### config.mk
export PLATFORM = sky130hd
export DESIGN_NAME = touch_slot_tracker_top
export DESIGN_NICKNAME = d
export VERILOG_FILES = /design/src/sv/tst_pkg.sv /design/src/sv/tst_slot_mem.sv /design/src/sv/tst_ctrl.sv /design/src/sv/touch_slot_tracker_top.sv
export SDC_FILE = /design/constraint.sdc
export NUM_CORES = 2
export LEC_CHECK = 0
export BUFFER_PORTS_ARGS = -buffer_cell sky130_fd_sc_hd__buf_2
export CAP_MARGIN = 20
export CORE_MARGIN = 4
export CORE_UTILIZATION = 54
export DETAILED_ROUTE_END_ITERATION = 7
export PLACE_DENSITY = 0.74
export SYNTH_ARGS = -nofsm -noshare
export SYNTH_HDL_FRONTEND = slang
export SYNTH_SLANG_ARGS = --single-unit
### constraint.sdc
create_clock -name clk -period 8.4 [get_ports clk]
set_input_delay 0.42 -clock clk [delete_from_list [all_inputs] [get_ports clk]]
set_output_delay 0.42 -clock clk [all_outputs]
set_load 0.02 [all_outputs]
### src/sv/tst_pkg.sv
`default_nettype none

package tst_pkg;

  // Input operation codes
  localparam logic [1:0] OP_MOVE = 2'd0;
  localparam logic [1:0] OP_DOWN = 2'd1;
  localparam logic [1:0] OP_UP   = 2'd2;
  localparam logic [1:0] OP_NONE = 2'd3;

  // Result event kinds
  localparam logic [1:0] EV_DOWN = 2'd0;
  localparam logic [1:0] EV_UP   = 2'd1;
  localparam logic [1:0] EV_MOVE = 2'd2;
  localparam logic [1:0] EV_REL  = 2'd3;

  // Configuration port
  localparam int CFG_IDX_W  = 1;
  localparam int CFG_DATA_W = 16;
  localparam logic [CFG_IDX_W-1:0] CFG_SCALE  = 1'b0;
  localparam logic [CFG_IDX_W-1:0] CFG_WINDOW = 1'b1;

  localparam logic [15:0] SCALE_RESET = 16'd256;

  typedef enum logic [2:0] {
    ST_IDLE,
    ST_SCAN,
    ST_UPDATE,
    ST_EMIT1,
    ST_EMIT2
  } state_t;

  typedef struct packed {
    logic [31:0] id;
    logic [15:0] x;
    logic [15:0] y;
  } slot_entry_t;

  typedef struct packed {
    logic rd_en;
    logic wr_en;
    logic wr_valid;
  } mem_ctl_t;

  // Round to nearest (ties up), divide by 256, saturate to 16 bits signed.
  function automatic logic [15:0] sat_round(input logic signed [33:0] p);
    logic signed [33:0] s;
    logic signed [25:0] q;
    logic [15:0] r;
    s = p + 34'sd128;
    q = s[33:8];
    if (q > 26'sd32767) begin
      r = 16'h7fff;
    end else if (q < -26'sd32768) begin
      r = 16'h8000;
    end else begin
      r = q[15:0];
    end
    return r;
  endfunction

endpackage

`default_nettype wire

### src/sv/tst_slot_mem.sv
`default_nettype none

module tst_slot_mem import tst_pkg::*; #(
  parameter int SLOTS = 10,
  localparam int SW = (SLOTS > 1) ? $clog2(SLOTS) : 1
) (
  input  wire logic        clk,
  input  wire logic        rst,
  input  wire mem_ctl_t    ctl,
  input  wire logic [SW-1:0] rd_addr,
  output slot_entry_t      rd_data,
  input  wire logic [SW-1:0] wr_addr,
  input  wire slot_entry_t wr_data
);

  slot_entry_t mem [SLOTS];
  logic [SLOTS-1:0] valid;
  slot_entry_t rd_q;
  logic rd_v;

  always_ff @(posedge clk) begin
    if (ctl.wr_en) begin
      mem[wr_addr] <= wr_data;
    end
    if (ctl.rd_en) begin
      rd_q <= mem[rd_addr];
    end
  end

  // Valid bits stand for the all-zero reset contents.
  always_ff @(posedge clk) begin
    if (rst) begin
      valid <= '0;
      rd_v  <= 1'b0;
    end else begin
      if (ctl.wr_en) begin
        valid[wr_addr] <= ctl.wr_valid;
      end
      if (ctl.rd_en) begin
        rd_v <= valid[rd_addr];
      end
    end
  end

  assign rd_data = rd_v ? rd_q : '0;

endmodule

`default_nettype wire

### src/sv/tst_ctrl.sv
`default_nettype none

module tst_ctrl import tst_pkg::*; #(
  parameter int SLOTS = 10,
  localparam int SW = (SLOTS > 1) ? $clog2(SLOTS) : 1,
  localparam int CW = $clog2(SLOTS + 1)
) (
  input  wire logic        clk,
  input  wire logic        rst,
  input  wire logic [15:0] contents_scale,
  input  wire logic        window_present,
  input  wire logic        in_valid,
  output logic             in_stall,
  input  wire logic [1:0]  operation,
  input  wire logic [31:0] touch_id,
  input  wire logic [15:0] pos_x,
  input  wire logic [15:0] pos_y,
  input  wire logic [15:0] pressure,
  output logic             out_valid,
  input  wire logic        out_stall,
  output logic [1:0]       event_kind,
  output logic [3:0]       slot,
  output logic [15:0]      out_x,
  output logic [15:0]      out_y,
  output logic [15:0]      out_pressure,
  output logic             last,
  output mem_ctl_t         mem_ctl,
  output logic [SW-1:0]    rd_addr,
  input  wire slot_entry_t rd_data,
  output logic [SW-1:0]    wr_addr,
  output slot_entry_t      wr_data
);

  state_t state, state_next;

  logic [1:0]  op_r;
  logic [31:0] id_r;
  logic [15:0] x_r, y_r, pr_r;

  logic [CW-1:0] rd_idx;
  logic [SW-1:0] chk_idx;
  logic          chk_v;
  logic [SW-1:0] hit_slot;
  logic [15:0]   old_x, old_y;
  logic signed [33:0] prod_x, prod_y;

  logic        in_go, issue, match, scan_end, out_free, load1, load2;
  logic [31:0] target;
  logic signed [16:0] dx, dy, sc;

  assign in_go    = window_present && (touch_id != '0) && (operation != OP_NONE);
  assign target   = (op_r == OP_DOWN) ? '0 : id_r;
  assign issue    = (rd_idx < CW'(SLOTS));
  assign match    = chk_v && (rd_data.id == target);
  assign scan_end = chk_v && (chk_idx == SW'(SLOTS - 1));
  assign out_free = !out_valid || !out_stall;

  assign dx = $signed({x_r[15], x_r}) - $signed({old_x[15], old_x});
  assign dy = $signed({y_r[15], y_r}) - $signed({old_y[15], old_y});
  assign sc = $signed({1'b0, contents_scale});

  always_comb begin
    state_next = state;
    case (state)
      ST_IDLE: begin
        if (in_valid && in_go) begin
          state_next = ST_SCAN;
        end
      end
      ST_SCAN: begin
        if (match) begin
          state_next = ST_UPDATE;
        end else if (scan_end) begin
          state_next = ST_IDLE;
        end
      end
      ST_UPDATE: state_next = ST_EMIT1;
      ST_EMIT1: begin
        if (out_free) begin
          state_next = (op_r == OP_MOVE) ? ST_EMIT2 : ST_IDLE;
        end
      end
      ST_EMIT2: begin
        if (out_free) begin
          state_next = ST_IDLE;
        end
      end
      default: state_next = ST_IDLE;
    endcase
  end

  always_comb begin
    in_stall         = 1'b1;
    mem_ctl.rd_en    = 1'b0;
    mem_ctl.wr_en    = 1'b0;
    mem_ctl.wr_valid = (op_r != OP_UP);
    load1            = 1'b0;
    load2            = 1'b0;
    case (state)
      ST_IDLE:   in_stall = 1'b0;
      ST_SCAN:   mem_ctl.rd_en = issue;
      ST_UPDATE: mem_ctl.wr_en = 1'b1;
      ST_EMIT1:  load1 = out_free;
      ST_EMIT2:  load2 = out_free;
      default:   in_stall = 1'b1;
    endcase
  end

  assign rd_addr = rd_idx[SW-1:0];
  assign wr_addr = hit_slot;
  assign wr_data = '{id: id_r, x: x_r, y: y_r};

  always_ff @(posedge clk) begin
    if (rst) begin
      state     <= ST_IDLE;
      chk_v     <= 1'b0;
      out_valid <= 1'b0;
    end else begin
      state <= state_next;
      chk_v <= (state == ST_SCAN) && issue && !match;
      if (load1 || load2) begin
        out_valid <= 1'b1;
      end else if (!out_stall) begin
        out_valid <= 1'b0;
      end
    end
  end

  always_ff @(posedge clk) begin
    case (state)
      ST_IDLE: begin
        op_r   <= operation;
        id_r   <= touch_id;
        x_r    <= pos_x;
        y_r    <= pos_y;
        pr_r   <= pressure;
        rd_idx <= '0;
      end
      ST_SCAN: begin
        if (issue) begin
          rd_idx <= rd_idx + 1'b1;
        end
        chk_idx <= rd_idx[SW-1:0];
        if (match) begin
          hit_slot <= chk_idx;
          old_x    <= rd_data.x;
          old_y    <= rd_data.y;
        end
      end
      ST_UPDATE: begin
        prod_x <= dx * sc;
        prod_y <= dy * sc;
      end
      default: begin
      end
    endcase

    if (load1) begin
      event_kind   <= (op_r == OP_DOWN) ? EV_DOWN :
                      (op_r == OP_UP)   ? EV_UP   : EV_MOVE;
      slot         <= 4'(hit_slot);
      out_x        <= x_r;
      out_y        <= y_r;
      out_pressure <= pr_r;
      last         <= (op_r != OP_MOVE);
    end else if (load2) begin
      event_kind   <= EV_REL;
      slot         <= 4'(hit_slot);
      out_x        <= sat_round(prod_x);
      out_y        <= sat_round(prod_y);
      out_pressure <= pr_r;
      last         <= 1'b1;
    end
  end

endmodule

`default_nettype wire

### src/sv/touch_slot_tracker_top.sv
// Channel  Dir  Handshake           Beat
// -------  ---  ------------------  -------------------------------------------
// in       in   in_valid/in_stall   operation, touch_id, pos_x, pos_y, pressure
// out      out  out_valid/out_stall event_kind, slot, out_x, out_y,
//                                   out_pressure, last
// cfg      in   cfg_we              cfg_index, cfg_data (no stall, no read)
//
// One item at a time: the block takes it, scans the slot memory to a hit,
// writes the slot back and then drives one result beat, or two for a move.
// Ignored items (no window, id zero, operation 3) and misses give no beat.
// Synchronous reset frees every slot via valid bits.
// An output stall holds the result register and the sequencer; in_stall is
// high whenever the sequencer is not idle.
`default_nettype none

module touch_slot_tracker_top import tst_pkg::*; #(
  parameter int SLOTS = 10
) (
  input  wire logic                  clk,
  input  wire logic                  rst,
  input  wire logic                  in_valid,
  output logic                       in_stall,
  input  wire logic [1:0]            operation,
  input  wire logic signed [31:0]    touch_id,
  input  wire logic signed [15:0]    pos_x,
  input  wire logic signed [15:0]    pos_y,
  input  wire logic [15:0]           pressure,
  output logic                       out_valid,
  input  wire logic                  out_stall,
  output logic [1:0]                 event_kind,
  output logic [3:0]                 slot,
  output logic signed [15:0]         out_x,
  output logic signed [15:0]         out_y,
  output logic [15:0]                out_pressure,
  output logic                       last,
  input  wire logic                  cfg_we,
  input  wire logic [CFG_IDX_W-1:0]  cfg_index,
  input  wire logic [CFG_DATA_W-1:0] cfg_data
);

  localparam int SW = (SLOTS > 1) ? $clog2(SLOTS) : 1;

  logic [15:0]   contents_scale;
  logic          window_present;
  mem_ctl_t      mem_ctl;
  logic [SW-1:0] rd_addr, wr_addr;
  slot_entry_t   rd_data, wr_data;
  logic [15:0]   ox, oy;

  // Configuration registers; the user must write them only while the block is idle; the block does not enforce it.
  always_ff @(posedge clk) begin
    if (rst) begin
      contents_scale <= SCALE_RESET;
      window_present <= 1'b1;
    end else if (cfg_we) begin
      case (cfg_index)
        CFG_SCALE:  contents_scale <= cfg_data;
        CFG_WINDOW: window_present <= cfg_data[0];
        default: begin
        end
      endcase
    end
  end

  // Slot table: id and last position per slot, one read and one write port.
  tst_slot_mem #(.SLOTS(SLOTS)) u_mem (
    .clk     (clk),
    .rst     (rst),
    .ctl     (mem_ctl),
    .rd_addr (rd_addr),
    .rd_data (rd_data),
    .wr_addr (wr_addr),
    .wr_data (wr_data)
  );

  // Sequencer: scan for a slot and, on a hit, write back, then drive one or two beats.
  tst_ctrl #(.SLOTS(SLOTS)) u_ctrl (
    .clk            (clk),
    .rst            (rst),
    .contents_scale (contents_scale),
    .window_present (window_present),
    .in_valid       (in_valid),
    .in_stall       (in_stall),
    .operation      (operation),
    .touch_id       (touch_id),
    .pos_x          (pos_x),
    .pos_y          (pos_y),
    .pressure       (pressure),
    .out_valid      (out_valid),
    .out_stall      (out_stall),
    .event_kind     (event_kind),
    .slot           (slot),
    .out_x          (ox),
    .out_y          (oy),
    .out_pressure   (out_pressure),
    .last           (last),
    .mem_ctl        (mem_ctl),
    .rd_addr        (rd_addr),
    .rd_data        (rd_data),
    .wr_addr        (wr_addr),
    .wr_data        (wr_data)
  );

  assign out_x = $signed(ox);
  assign out_y = $signed(oy);

endmodule

`default_nettype wire

## Yosys cells after proc, flatten, opt, wreduce, memory -nomap -nowiden

Memory sizes are Yosys's and may differ from the RTL's. A register that Yosys moved wholly into a read port is not among the register bits.
Cells that the tools add are included.

- $add $sub $neg: 5
- Multiply operators: 2
- $lt $le $gt $ge: 8
- Eq/ne operators: 16
- Muxes and demuxes: 43
- Bitwise gates (word level): 1
- Reduce and logical (&&, ||, !) cells: 24

Operator list:

| kind | count |
|---|---|
| $mux 16 | 10 |
| $add 34x9->34 const B | 2 |
| $mul 17x17->34 | 2 |
| $mux 64 | 1 |
| $gt 26x16->1 const B | 2 |
| $lt 26x16->1 const B | 2 |
| $sub 16x16->17 | 2 |
| $eq 32x32->1 | 1 |
| $mux 32 | 1 |
| $reduce_bool 32->1 | 1 |
| $mux 3 | 6 |
| $pmux 3 s5 | 1 |
| $mux 1 | 13 |
| $mux 4 | 3 |
| $bwmux 10 | 1 |
| $lt 4x5->1 const B | 2 |
| $ne 2x1->1 const B | 5 |
| $logic_and 1x1->1 | 8 |
| $mux 2 | 4 |
| $pmux 4 s2 | 1 |
| $reduce_and 2->1 | 4 |
| $eq 3x2->1 const B | 2 |
| $reduce_bool 2->1 | 3 |
| $add 4x1->4 const B | 1 |
| other kinds (17) | 21 |

- Bits in registers: 282
- Memory bits (writable): 640
- Bits of input ports: 104
- Output and inout port bits: 57
- Memories: 1

Memory list:

| memory | depth | bits a word | read ports | clocked after Yosys merged registers in | write ports | RTL line | source |
|---|---|---|---|---|---|---|---|
| u_mem.mem | 10 | 64 | 1 | 1 | 1 | tst_slot_mem.sv:16 | `slot_entry_t mem [SLOTS];` |

## Depth between registers and ports, before layout

- Depth in word-level cells: 6
- Mapped depth: 33
- Depth with buffers taken out: 31

## Cells and area by module

From an unflattened synthesis, not the netlist that was laid out.

- Cell total of the unflattened synthesis: 4,455
- Area total of the unflattened synthesis: 59,777.3 sq um

Modules (own cells, without submodules):

| module | times used | cells an instance | area each (sq um) | sequential area each (sq um) |
|---|---|---|---|---|
| tst_ctrl | 1 | 3,289 | 32,254.7 | 7,156.9 |
| tst_slot_mem | 1 | 1,092 | 26,759.4 | 21,360.5 |
| touch_slot_tracker_top | 1 | 74 | 763.2 | 340.3 |

## Worst setup path before layout

No wires, ideal clock.

- Path kind: flip-flop to flip-flop
- From: register u_ctrl.state[2]
- To: register u_mem.valid[2]
- Library setup time: 0.406 ns
- Arrival: 8.442 ns
- Data required time: 7.994 ns
- Setup slack: -0.448 ns
- Cell stages (with the launch flop): 7
- Period minus slack after synthesis: 8.848 ns
- Path through: dfxtp_1 nor2_1 nand2_1 inv_1 nand2_1 nor4_1 a211oi_1

- Cells in the longest elaborated chain, start to end: 2

RTL lines:

| what | RTL line | source |
|---|---|---|
| start: declaration | tst_ctrl.sv:34 | `state_t state, state_next;` |
| start signal: assignment | tst_ctrl.sv:119 | `state <= state_next;` |
| $eq 3x2->1 | tst_ctrl.sv:99 | `case (state)` |
| $mux 1 | tst_ctrl.sv:99 |  |
| end signal: indexed assignment | tst_slot_mem.sv:37 | `valid[wr_addr] <= ctl.wr_valid;` |
| end: declaration | tst_slot_mem.sv:17 | `logic [SLOTS-1:0] valid;` |

Every way passes these cells.
A chain may end at the register's enable or synchronous reset.

## Worst setup path in the final report

- From: register u_ctrl.x_r[8]
- To: register u_ctrl.prod_x[31], data pin

- Cells in the longest elaborated chain, start to end: 2

RTL lines:

| what | RTL line | source |
|---|---|---|
| start: declaration | tst_ctrl.sv:38 | `logic [15:0] x_r, y_r, pr_r;` |
| start signal: assignment | tst_ctrl.sv:134 | `x_r <= pos_x;` |
| $sub 16x16->17 | tst_ctrl.sv:58 | `assign dx = $signed({x_r[15], x_r}) - $signed({old_x[15], old_x});` |
| $mul 17x17->34 | tst_ctrl.sv:151 | `prod_x <= dx * sc;` |
| end signal: assignment | tst_ctrl.sv:151 |  |
| end: declaration | tst_ctrl.sv:45 | `logic signed [33:0] prod_x, prod_y;` |

Every way passes these cells.

==> impl_metrics.ini <==
[outcome]
outcome = finished, final reports clean

[placed_design]
io_buffers = 160
routabilityCongestion = 0.892
dp_hpwl_mm = 96.5

[logic_synthesis]
synth.ff_latch_count = 972
ys_top_cells_by_area = edfxtp_1 (46%), fa_1 (18%), mux4_2 (4.8%)
syn_avg_cell_area_um2 = 12.8
syn_area_um2 = 60900
synth_top_area_share_pct = 46.3
synth_cell_types = 86
yosys.area.top_type = edfxtp_1
synth_seq_area_share_pct = 47.4
synth_edf_count = 939
postSynthCellCount = 4752
async_flop_share_pct = 0
synth_ff_type = edfxtp_1
synth_nets = 5611
ys_warn_count = 0

[layout]
ff_latch_area_um2 = 28900
syn2layout_area_growth_pct = 11.8
final_nets = 5879
layout_commonest_cell = edfxtp_1
fill_cells = 8326
multiInputGateArea_um2 = 28600
drive_above_1_share_pct = 13.3
final_cell_mix = edfxtp_1 (939), inv_1 (738), fa_1 (542), nand2_1 (390), ha_1 (210)
post-route-util_pct = 61.2

[global_route]
antenna_found_initial = 1
grt_pass1_wl_mm = 228
track_usage_pct = 25.2
overflow = 0
grt_pass1_vias = 39400
grt_max_degree = 136

[job]
max-cap-violations = 0

[power_and_ir_drop]
leakage_uw = 0.0268
power_density_nw_per_um2 = 233
ir_worst_vdd_mv = 0.266
fin_total_pwr_uw = 15900

[timing]
finClkSkew_ns = 0.0529
fin_hold_ws_ns = 0.0258
slew_headroom_pct = 23.2
hold_violations = 0
fin_crit_ns = 8.11
fmax_mhz = 123
setup_viol = 0
slew_viol_final = 0
finalCritPeriodShare_pct = 96.6
worst_pin_slew_ns = 1.15

[die]
dieArea_um2 = 118000
coreArea_um2 = 111000
start_util_pct = 54.7
ios = 161
fp.dieH_um = 344
rows = 122
fp.dieW_um = 344

[detailed_routing]
vias = 38300
postRouteAntennaNets = 0
dr.first_iter.drc_count = 3672
wl_met3_mm = 13.0
via_per_inst = 5.81
drc_errors = 0
maxUsedRoutingLayer = met4
wire_per_inst_um = 22.1
wl_met2_mm = 69.8
totalWireLength_mm = 146
wl_met1_mm = 58.6
dr.pass1.iters = 5

[worst_setup_path]
startpoint_type = flip-flop
arrival_ns = 8.52
timing.rr.start = u_ctrl.x_r[8]$_DFFE_PP_
r2r-end = u_ctrl.prod_x[31]$_DFFE_PP_
cpLargestDelayFamily = adder cells
path_buf_inv = 4
critPathMaxStageDelay_ns = 0.58
crit_top_cell = fa_1
end_kind = flip-flop
r2r.worst_path.cells = 26
required_ns = 8.81
slowest_stage = fa_1
cp_max_fo = 16
rrSetupSlack_ns = 0.29
crit_type = flip-flop to flip-flop

[hold_path]
min_from = pos_x[1]
worst_hold_path.endpoint = u_ctrl.x_r[1]$_DFFE_PP_
min_path_type = primary input to flip-flop
holdPathStages = 1

[clock_network]
cts_buffers = 96
clockBufferDepth = 3
cts_tree = done
worstSkewPairLatency_ns = 0.71
ctsHtreeMaxLevel = 3
cts_root_buffer = clkbuf_16
clk_pin_slew_ns = 0.06
cts_sinks = 972
synthesized netlist by cell type (7+ instances only):
cell type and n:
o21bai_1 8, o311ai_1 10, nor4_1 25, nor3_1 33
xnor2_1 85, mux4_2 130, nand3_1 97, nand2_1 390
mux2i_1 87, o22ai_1 9, a31oi_1 9, clkbuf_1 184
nor2_1 87, buf_2 13, o311ai_2 8, maj3_1 7
nand2b_1 89, edfxtp_1 939, fa_1 544, and2_1 206
o21ai_0 70, and3_1 40, buf_1 30, a211oi_1 83
mux2_2 30, xor2_1 44, inv_1 741, or4_1 7
nor2b_1 133, a41o_1 8, o2111ai_1 9, or3_1 7
o21a_1 21, nand4_1 22, ha_1 211, a21oi_1 153
dfxtp_1 33, o211ai_1 10, o311ai_0 9, and4_1 8
a21o_1 25, a41oi_1 15, a21boi_0 7
registers in the layout (all words and copies together) (netlist names), 2 cells and up:
signal               flops
u_ctrl.prod_x           27
u_ctrl.rd_addr           4
u_mem.rd_q              64
u_ctrl.op_r              2
u_ctrl.prod_y           27
u_ctrl.id_r             32
u_mem.mem              640
u_ctrl.old_y            16
u_ctrl.pr_r             16
contents_scale          16
u_mem.valid             10
u_ctrl.chk_idx           4
u_ctrl.x_r              16
u_ctrl.out_pressure     16
u_ctrl.old_x            16
u_ctrl.y_r              16
u_ctrl.out_x            16
u_ctrl.state             3
u_ctrl.wr_addr           4
u_ctrl.event_kind        2
u_ctrl.out_y            16
u_ctrl.slot              4
cell type report:
type,instances,area share (%)
repair buffers,402,4.34
clock inverters,53,0.742
clock buffers,118,3.65
multi-input cells,2807,42.1
well taps,1488,2.73
inverters,741,4.09
flip-flops and latches,972,42.4
diodes,2,0.00735
power by group:
part | switching (uW) | total, uW | internal [uW]
sequential | 148 | 5880 | 5730
clock | 1870 | 4100 | 2230
combinational | 3330 | 5880 | 2550
total | 5350 | 15900 | 10500
kinds of logic after synthesis:
family | after synthesis | share of synthesized area (%)
XOR/XNOR | 130 | 1.88
flip-flops | 972 | 47.4
buffers and inverters | 973 | 6.06
multiplexers | 247 | 6.79
adder cells (fa/ha/maj) | 762 | 22.3
AO/OA/AOI/OAI | 506 | 5.71
AND/OR/NAND/NOR | 1162 | 9.85
stage by stage:
step,setup slack [ns],instances,setup TNS (ns),cell area [um2]
final,0.285,6583,0,68100
after global routing,-0.0415,6581,-0.0818,68100
after CTS,-0.00246,6578,-0.00246,67900
after global placement,0.330,6311,0,63900
after floorplan,0.467,4752,0,60900
after detailed placement,0.0291,6312,0,63900
what timing repair did:
action                                  CTS  global route
endpoints found under the hold margin    96             0
endpoints found under the setup margin    1            30
gates resized for setup                   0            47
pin swaps                                 0             9
setup buffers                             0             1
hold buffers                             95             0
worst register-to-register path, delay by kind of cell, from the launching register on:
kind / cells / cell delay, ns
fa+ha+maj: 8 / 3.56
buf+inv: 4 / 0.50
compound gates: 9 / 1.70
simple gates: 5 / 1.53
flops: 1 / 0.54
how the worst max path moves through the flow:
stage | from | endpoint | slack, ns | cells after the start
after global routing | u_ctrl.y_r[0]$_DFFE_PP_ | u_ctrl.prod_y[32]$_DFFE_PP_ | -0.04 | 31
after floorplan | u_ctrl.x_r[0]$_DFFE_PP_ | u_ctrl.prod_x[31]$_DFFE_PP_ | 0.47 | 30
after global placement | u_ctrl.y_r[0]$_DFFE_PP_ | u_ctrl.prod_y[22]$_DFFE_PP_ | 0.33 | 29
after detailed placement | u_ctrl.y_r[0]$_DFFE_PP_ | u_ctrl.prod_y[33]$_DFFE_PP_ | 0.03 | 28
after CTS | u_ctrl.y_r[0]$_DFFE_PP_ | u_ctrl.prod_y[33]$_DFFE_PP_ | -0.002 | 28
final | u_ctrl.x_r[8]$_DFFE_PP_ | u_ctrl.prod_x[31]$_DFFE_PP_ | 0.29 | 26
per-layer routing:
layer / vias to the layer above / track usage [%]
met5: - / 0
met1: 19500 / 35.5
li1: 16800 / -
met4: 0 / 7.69
met2: 1697 / 40.7
met3: 284 / 4.33
Note: power is estimated with default switching activity, not from simulation.
